[src/design/srtdp_div.sv]
// Pipelined restoring divider, one quotient bit per register stage.
// Carries a side word along; no package dependency.
module srtdp_div #(
    parameter int NW = 31,
    parameter int DW = 30,
    parameter int SW = 1
) (
    input  logic          clk,
    input  logic          rst_n,
    input  logic          adv,
    input  logic          in_valid,
    input  logic [DW-1:0] in_rem,
    input  logic [NW-1:0] in_num,
    input  logic [DW-1:0] in_den,
    input  logic [SW-1:0] in_side,
    output logic          out_valid,
    output logic [NW-1:0] out_quo,
    output logic [SW-1:0] out_side
);

    logic [NW-1:0] valid_reg;
    logic [DW-1:0] rem_reg  [0:NW-1];
    logic [NW-1:0] num_reg  [0:NW-1];
    logic [DW-1:0] den_reg  [0:NW-1];
    logic [SW-1:0] side_reg [0:NW-1];

    logic [DW-1:0] cur_rem  [0:NW-1];
    logic [NW-1:0] cur_num  [0:NW-1];
    logic [DW-1:0] cur_den  [0:NW-1];
    logic [SW-1:0] cur_side [0:NW-1];
    logic [DW:0]   trial    [0:NW-1];
    logic [DW:0]   delta    [0:NW-1];
    logic [NW-1:0] ge;
    logic [DW-1:0] rem_next [0:NW-1];
    logic [NW-1:0] num_next [0:NW-1];

    always_comb
    begin
        cur_rem[0]  = in_rem;
        cur_num[0]  = in_num;
        cur_den[0]  = in_den;
        cur_side[0] = in_side;
        for (int k = 1; k < NW; k++)
        begin
            cur_rem[k]  = rem_reg[k-1];
            cur_num[k]  = num_reg[k-1];
            cur_den[k]  = den_reg[k-1];
            cur_side[k] = side_reg[k-1];
        end
        for (int k = 0; k < NW; k++)
        begin
            // shift in the next numerator bit, subtract when it fits
            trial[k]    = {cur_rem[k], cur_num[k][NW-1]};
            delta[k]    = trial[k] - {1'b0, cur_den[k]};
            ge[k]       = (trial[k] >= {1'b0, cur_den[k]});
            rem_next[k] = ge[k] ? delta[k][DW-1:0] : trial[k][DW-1:0];
            num_next[k] = {cur_num[k][NW-2:0], ge[k]};
        end
    end

    always_ff @(posedge clk or negedge rst_n)
    begin
        if (!rst_n)
        begin
            valid_reg <= '0;
        end
        else if (adv)
        begin
            valid_reg <= {valid_reg[NW-2:0], in_valid};
        end
    end

    always_ff @(posedge clk)
    begin
        if (adv)
        begin
            for (int k = 0; k < NW; k++)
            begin
                rem_reg[k]  <= rem_next[k];
                num_reg[k]  <= num_next[k];
                den_reg[k]  <= cur_den[k];
                side_reg[k] <= cur_side[k];
            end
        end
    end

    assign out_valid = valid_reg[NW-1];
    assign out_quo   = num_reg[NW-1];
    assign out_side  = side_reg[NW-1];

endmodule

[config.mk]
export PLATFORM = sky130hd
export DESIGN_NAME = srtdp_div
export DESIGN_NICKNAME = d
export VERILOG_FILES = /design/src/design/srtdp_div.sv
export SDC_FILE = /design/constraint.sdc
export NUM_CORES = 2
export LEC_CHECK = 0
export ABC_CLOCK_PERIOD_IN_PS = 4100
export BUFFER_PORTS_ARGS = -buffer_cell sky130_fd_sc_hd__buf_2
export CORE_ASPECT_RATIO = 0.6
export CORE_MARGIN = 4
export CORE_UTILIZATION = 60
export DETAILED_ROUTE_END_ITERATION = 16
export PLACE_DENSITY = 0.78
export SKIP_CTS_REPAIR_TIMING = 1
export SLEW_MARGIN = 20
export SYNTH_ARGS = -nofsm -noshare
export SYNTH_HDL_FRONTEND = slang
export SYNTH_SLANG_ARGS = --single-unit
[constraint.sdc]
create_clock -name clk -period 4.1 [get_ports clk]
set_clock_uncertainty 0.2 [all_clocks]
set_input_delay 0.615 -clock clk [delete_from_list [all_inputs] [get_ports clk]]
set_output_delay 0.615 -clock clk [all_outputs]
set_load 0.05 [all_outputs]
# [Yosys cells after proc, flatten, opt, wreduce, memory -nomap -nowiden]
# Memories as Yosys holds them, arrays and structs flattened.
# Index checks and enable logic that the tools add are counted.
[totals] ff_bits=31 latch_bits=0 ram_bits=2852 mem_bits_ro=0 inputBits=96 output_inout_bits=33 elab_cells=100 n_memories=4
[op_classes] n_addsub=31 mul=0 div=0 n_lt_le_gt_ge=31 n_eq_ne=0 shifts=0 mux=33 bitwise=0 reduce_logical=0
[memory_table] memory="num_reg" words=31 width=31 read_ports=31 rd_ports_with_merged_regs=0 write_ports=31 line="23" source="logic [NW-1:0] num_reg [0:NW-1];"
[memory_table] memory="den_reg" words=31 width=30 read_ports=30 rd_ports_with_merged_regs=0 write_ports=31 line="24" source="logic [DW-1:0] den_reg [0:NW-1];"
[memory_table] memory="rem_reg" words=31 width=30 read_ports=30 rd_ports_with_merged_regs=0 write_ports=31 line="22" source="logic [DW-1:0] rem_reg [0:NW-1];"
[memory_table] memory="side_reg" words=31 width=1 read_ports=31 rd_ports_with_merged_regs=0 write_ports=31 line="25" source="logic [SW-1:0] side_reg [0:NW-1];"
[op_table] operator="31-bit by 30-bit >= comparator with 1-bit output" n=31
[op_table] operator="30-bit 2-to-1 mux" n=31
[op_table] operator="30-bit subtractor" n=31
[op_table] operator="1-bit 2-to-1 mux" n=2

# [Depth between registers and ports, before layout]
[logic_depth] word_depth=2 ltp_mapped=15 depth_no_buf=13

# [Worst setup path before layout]
# OpenSTA, ideal clock, no wires.
[synth_path] path_type="register to register" startpoint="mem rem_reg[11][0], in the netlist rem_reg[0][330]" endpoint="mem rem_reg[12][10], in the netlist rem_reg[0][370] (data pin)" setup_time_ns=0.260 arrival_ns=3.226 t_required_ns=3.640 slack_ns=0.413 stages_incl_launch_ff=14 path_buffers=1 period_less_slack_ns=3.687 cell_sequence="edfxtp_1 > ha_1 > nor2b_4 > o31a_1 > o31ai_4 > a21oi_2 > o41a_4 > a41o_1 > o41ai_4 > a211oi_4 > nor2_8 > inv_4 > buf_6 > mux2_4"
[synth_rtl] item="from (decl)" line="22"

==> tab_implementation.tex <==
\begin{tabular}{lr}
\hline
Metric & Value \\
\hline
\multicolumn{2}{l}{\textbf{Run status}} \\
Outcome & finished, final reports clean \\
\multicolumn{2}{l}{\textbf{Synth}} \\
Count of warnings emitted by yosys & 0 \\
Largest cells by area after synthesis & sky130\_fd\_sc\_hd\_\_edfxtp\_1 58\%, sky130\_fd\_sc\_hd\_\_ha\_1 8.1\%, sky130\_fd\_sc\_hd\_\_inv\_1 3.0\%, sky130\_fd\_sc\_hd\_\_a21oi\_1 2.8\%, sky130\_fd\_sc\_hd\_\_xnor2\_1 2.5\% \\
Most numerous cell in the Yosys netlist & sky130\_fd\_sc\_hd\_\_edfxtp\_1 \\
Post-synthesis average cell area & 12.4 µm² \\
Synth top area share & 0.584 \\
Post-Synthesis Cell Area & 144,000 µm² \\
Sequential area share after synthesis & 0.589 \\
Commonest cells in the synthesized netlist & 2,792 x sky130\_fd\_sc\_hd\_\_edfxtp\_1, 1,149 x sky130\_fd\_sc\_hd\_\_inv\_1, 930 x sky130\_fd\_sc\_hd\_\_ha\_1 \\
Library cell with the largest summed area after synthesis & sky130\_fd\_sc\_hd\_\_edfxtp\_1 \\
Instance count of the mapped netlist & 11.6k \\
Post-synth EDFFs & 2,792 \\
Syn Nets & 12.7k \\
Most used DFF post-synth & sky130\_fd\_sc\_hd\_\_edfxtp\_1 \\
Flop and latch count out of synthesis & 2,823 \\
Yosys cell types & 102 \\
Post-synthesis async set-or-reset flop share & 0.0110 \\
\multicolumn{2}{l}{\textbf{Route}} \\
Count of nets left with antenna violations after detail routing & 0 \\
Per-cell via count in the routed design & 6.03 \\
First DRT Iteration DRCs & 9,979 \\
Routed wire length per instance & 21.3 µm \\
Pre-antenna DRT Iters & 7 \\
Final wirelength & 331,000 µm \\
Remaining DRCs & 0 \\
DR vias & 93.9k \\
\multicolumn{2}{l}{\textbf{Final layout}} \\
Max reg flops & 961 \\
Diodes inserted & 0 \\
Area growth syn-to-layout & 11.9\% \\
Share of layout cells above drive strength 1 & 0.107 \\
Final cell area excluding filler cells & 161,000 µm² \\
Net count of the finished layout & 13.3k \\
Number of fillers in the final layout & 16.8k \\
\multicolumn{2}{l}{\textbf{Floorplan}} \\
Core region area & 237,000 µm² \\
Chip Height & 387 µm \\
Total die area & 247,000 µm² \\
Number of core rows & 138 \\
Horizontal extent of the die & 640 µm \\
I/O pin total & 129 \\
Initial cell density of the core & 0.606 \\
\multicolumn{2}{l}{\textbf{Clocking}} \\
Reg clk slew, reported paths & 0.06 ns \\
Worst skew pair latency & 0.84 ns \\
Number of sinks on the clock net & 2,823 \\
Master cell of the clock root buffer & sky130\_fd\_sc\_hd\_\_clkbuf\_16 \\
TritonCTS clock tree & done \\
Number of buffers on the longest clock path & 4 \\
TritonCTS buffer count & 270 \\
Number of levels in the clock H-tree & 5 \\
\multicolumn{2}{l}{\textbf{Min path}} \\
Min-delay worst type & input port to flop \\
\multicolumn{2}{l}{\textbf{Timing}} \\
Unrepaired setup endpoints after global routing & yes \\
Worst Hold Margin & 0.0908 ns \\
Total of endpoints with negative setup slack in the final report & 0 \\
TNS Setup & 0 ns \\
Hold Vio Cnt, Final & 0 \\
Slew of the pin with the lowest slew margin & 0.862 ns \\
Final cycle utilization of the critical path & 0.982 \\
Pins Over Slew Limit & 0 \\
Post-layout minimum cycle time & 4.02 ns \\
Upper clock frequency limit & 248 MHz \\
Remaining max-slew budget at the tightest pin & 0.418 \\
\multicolumn{2}{l}{\textbf{Placed design}} \\
HPWL after detailed placement & 241,000 µm \\
Final estimated routing congestion in global placement & 0.974 \\
Area post-placement & 151,000 µm² \\
Port-buffer cells & 128 \\
\multicolumn{2}{l}{\textbf{Power and ir drop}} \\
Peak supply drop & 525 µV \\
Share of power burned in the clock network & 0.198 \\
Fraction of power spent switching nets & 0.366 \\
Logic pwr share & 0.443 \\
Static Leak & 65.1 nW \\
Net load switching power & 46.8 mW \\
Internal power & 81.0 mW \\
Sequential fraction of design power & 0.359 \\
Pwr Density & 796 nW/µm² \\
\multicolumn{2}{l}{\textbf{Global route}} \\
Total Routing Usage GR & 0.260 \\
Initial antenna violation count & 7 \\
First-pass GRT wire length & 511,000 µm \\
Overflow left after global routing & 0 \\
Maximum number of pins on one net before global-route repair & 135 \\
Number of global-route vias before repair & 89.7k \\
\multicolumn{2}{l}{\textbf{Worst setup path}} \\
Maximum net fanout on the critical path & 4 \\
Startpoint type of the worst setup path & flop \\
Worst R2R Setup Slack & 0.08 ns \\
Crit path capture type & flop \\
Cell with the largest stage delay on the worst path & sky130\_fd\_sc\_hd\_\_o21ai\_1 \\
Category of the most critical setup path & flop to flop \\
Cell Chain, Critical Path & ha\_1 > fa\_1 > nor2b\_1 > o21a\_1 > o21ai\_0 > a21oi\_1 > o211a\_1 > nor2\_1 > o21ai\_1 > a211oi\_1 > a311o\_1 > mux2\_1 \\
Data required, critical path & 4.48 ns \\
Delay of the slowest critical-path stage & 0.45 ns \\
Data arrival, critical path & 4.40 ns \\
\multicolumn{2}{l}{\textbf{Flow run}} \\
Max-cap viol count & 0 \\
\hline
\end{tabular}
## final cells by class
class,count,area (µm²),area share
multi-input cells,7394,54000,0.336
repair buffers,570,4920,0.0306
clock buffers,327,7170,0.0446
well taps,3150,3940,0.0245
inverters,1154,4340,0.0270
flip-flops and latches,2823,84600,0.527
clock inverters,148,1620,0.0101
## through the flow
stage	instances	worst slack (ns)	total power, mW	util
after global routing	15600	-0.0585	136	0.678
after global placement	15000	-0.0784	99.2	0.635
final	15600	0.0756	128	0.678
after detailed placement	15000	-0.0173	101	0.635
after CTS	15500	-0.0200	127	0.673
after floorplan	11600	0.413	84.3	-
## path summary, 6_finish.rpt
check,startpoint,end,cells after the start
max,den_reg[1][210]$_DFFE_PP_,rem_reg[1][266]$_DFFE_PP_,12
min reg2reg,num_reg[0][214]$_DFFE_PP_,num_reg[0][246]$_DFFE_PP_,0
min in group asynchronous,rst_n,valid_reg[29]$_DFFE_PN0P_,2
max reg2reg,den_reg[1][210]$_DFFE_PP_,rem_reg[1][266]$_DFFE_PP_,12
min,adv,den_reg[0][150]$_DFFE_PP_,1
max in group asynchronous,rst_n,valid_reg[10]$_DFFE_PN0P_,2
## power groups by stage
stage / Clock (mW) / Sequential (mW) / Combinational, mW
3_5_place_dp: 0 / 46.4 / 54.5
2_1_floorplan: 0 / 43.9 / 40.4
5_1_grt: 27.1 / 46.4 / 62.0
4_1_cts: 25.8 / 45.9 / 55.1
6_report: 25.3 / 45.9 / 56.6
3_3_place_gp: 0 / 46.4 / 52.8
## worst max-delay path: cells and delay by family, from the launching register on
family | cells | cell delay, ns
DFF | 1 | 0.41
AOI/OAI and AO/OA | 7 | 1.94
adders and majority gates | 2 | 0.63
muxes | 1 | 0.29
and+or+nand+nor | 2 | 0.30
## cell usage in the layout, fill, tap and decap left out, types with 99 or more instances in the layout
master	synthesis	final
sky130_fd_sc_hd__buf_2	49	127
sky130_fd_sc_hd__xnor2_1	406	406
sky130_fd_sc_hd__nand3_1	211	211
sky130_fd_sc_hd__nand4_1	127	127
sky130_fd_sc_hd__inv_1	1149	1149
sky130_fd_sc_hd__o21ai_0	583	574
sky130_fd_sc_hd__a31oi_1	106	99
sky130_fd_sc_hd__o21a_1	131	130
sky130_fd_sc_hd__nor3_1	138	135
sky130_fd_sc_hd__mux2_1	144	144
sky130_fd_sc_hd__nor2_1	601	600
sky130_fd_sc_hd__edfxtp_1	2792	2792
sky130_fd_sc_hd__nor2b_1	161	161
sky130_fd_sc_hd__ha_1	930	926
sky130_fd_sc_hd__mux2_2	296	296
sky130_fd_sc_hd__buf_4	3	292
sky130_fd_sc_hd__xor2_1	311	311
sky130_fd_sc_hd__nand2_1	718	718
sky130_fd_sc_hd__a21oi_1	815	811
sky130_fd_sc_hd__a211oi_1	106	101
sky130_fd_sc_hd__nand2b_1	120	120
sky130_fd_sc_hd__a21o_1	443	443
sky130_fd_sc_hd__clkbuf_16	0	278
## routing by layer
| metal | vias up | track usage | wire length, µm |
|---|---|---|---|
| li1 | 44300 | - | - |
| met5 | - | 0 | 22 |
| met1 | 45600 | 0.401 | 153000 |
| met2 | 3521 | 0.383 | 143000 |
| met4 | 2 | 0.0579 | 7250 |
| met3 | 557 | 0.0512 | 28000 |
## logic make-up after synthesis
family          count (synthesis)  synth area share
compound gates               2814             0.125
flops                        2823             0.589
buf+inv                      1387            0.0369
mux                           499            0.0391
simple gates                 2403            0.0803
xor+xnor                      717            0.0437
fa+ha+maj                     960            0.0852
(Power assumes the default switching activity.)
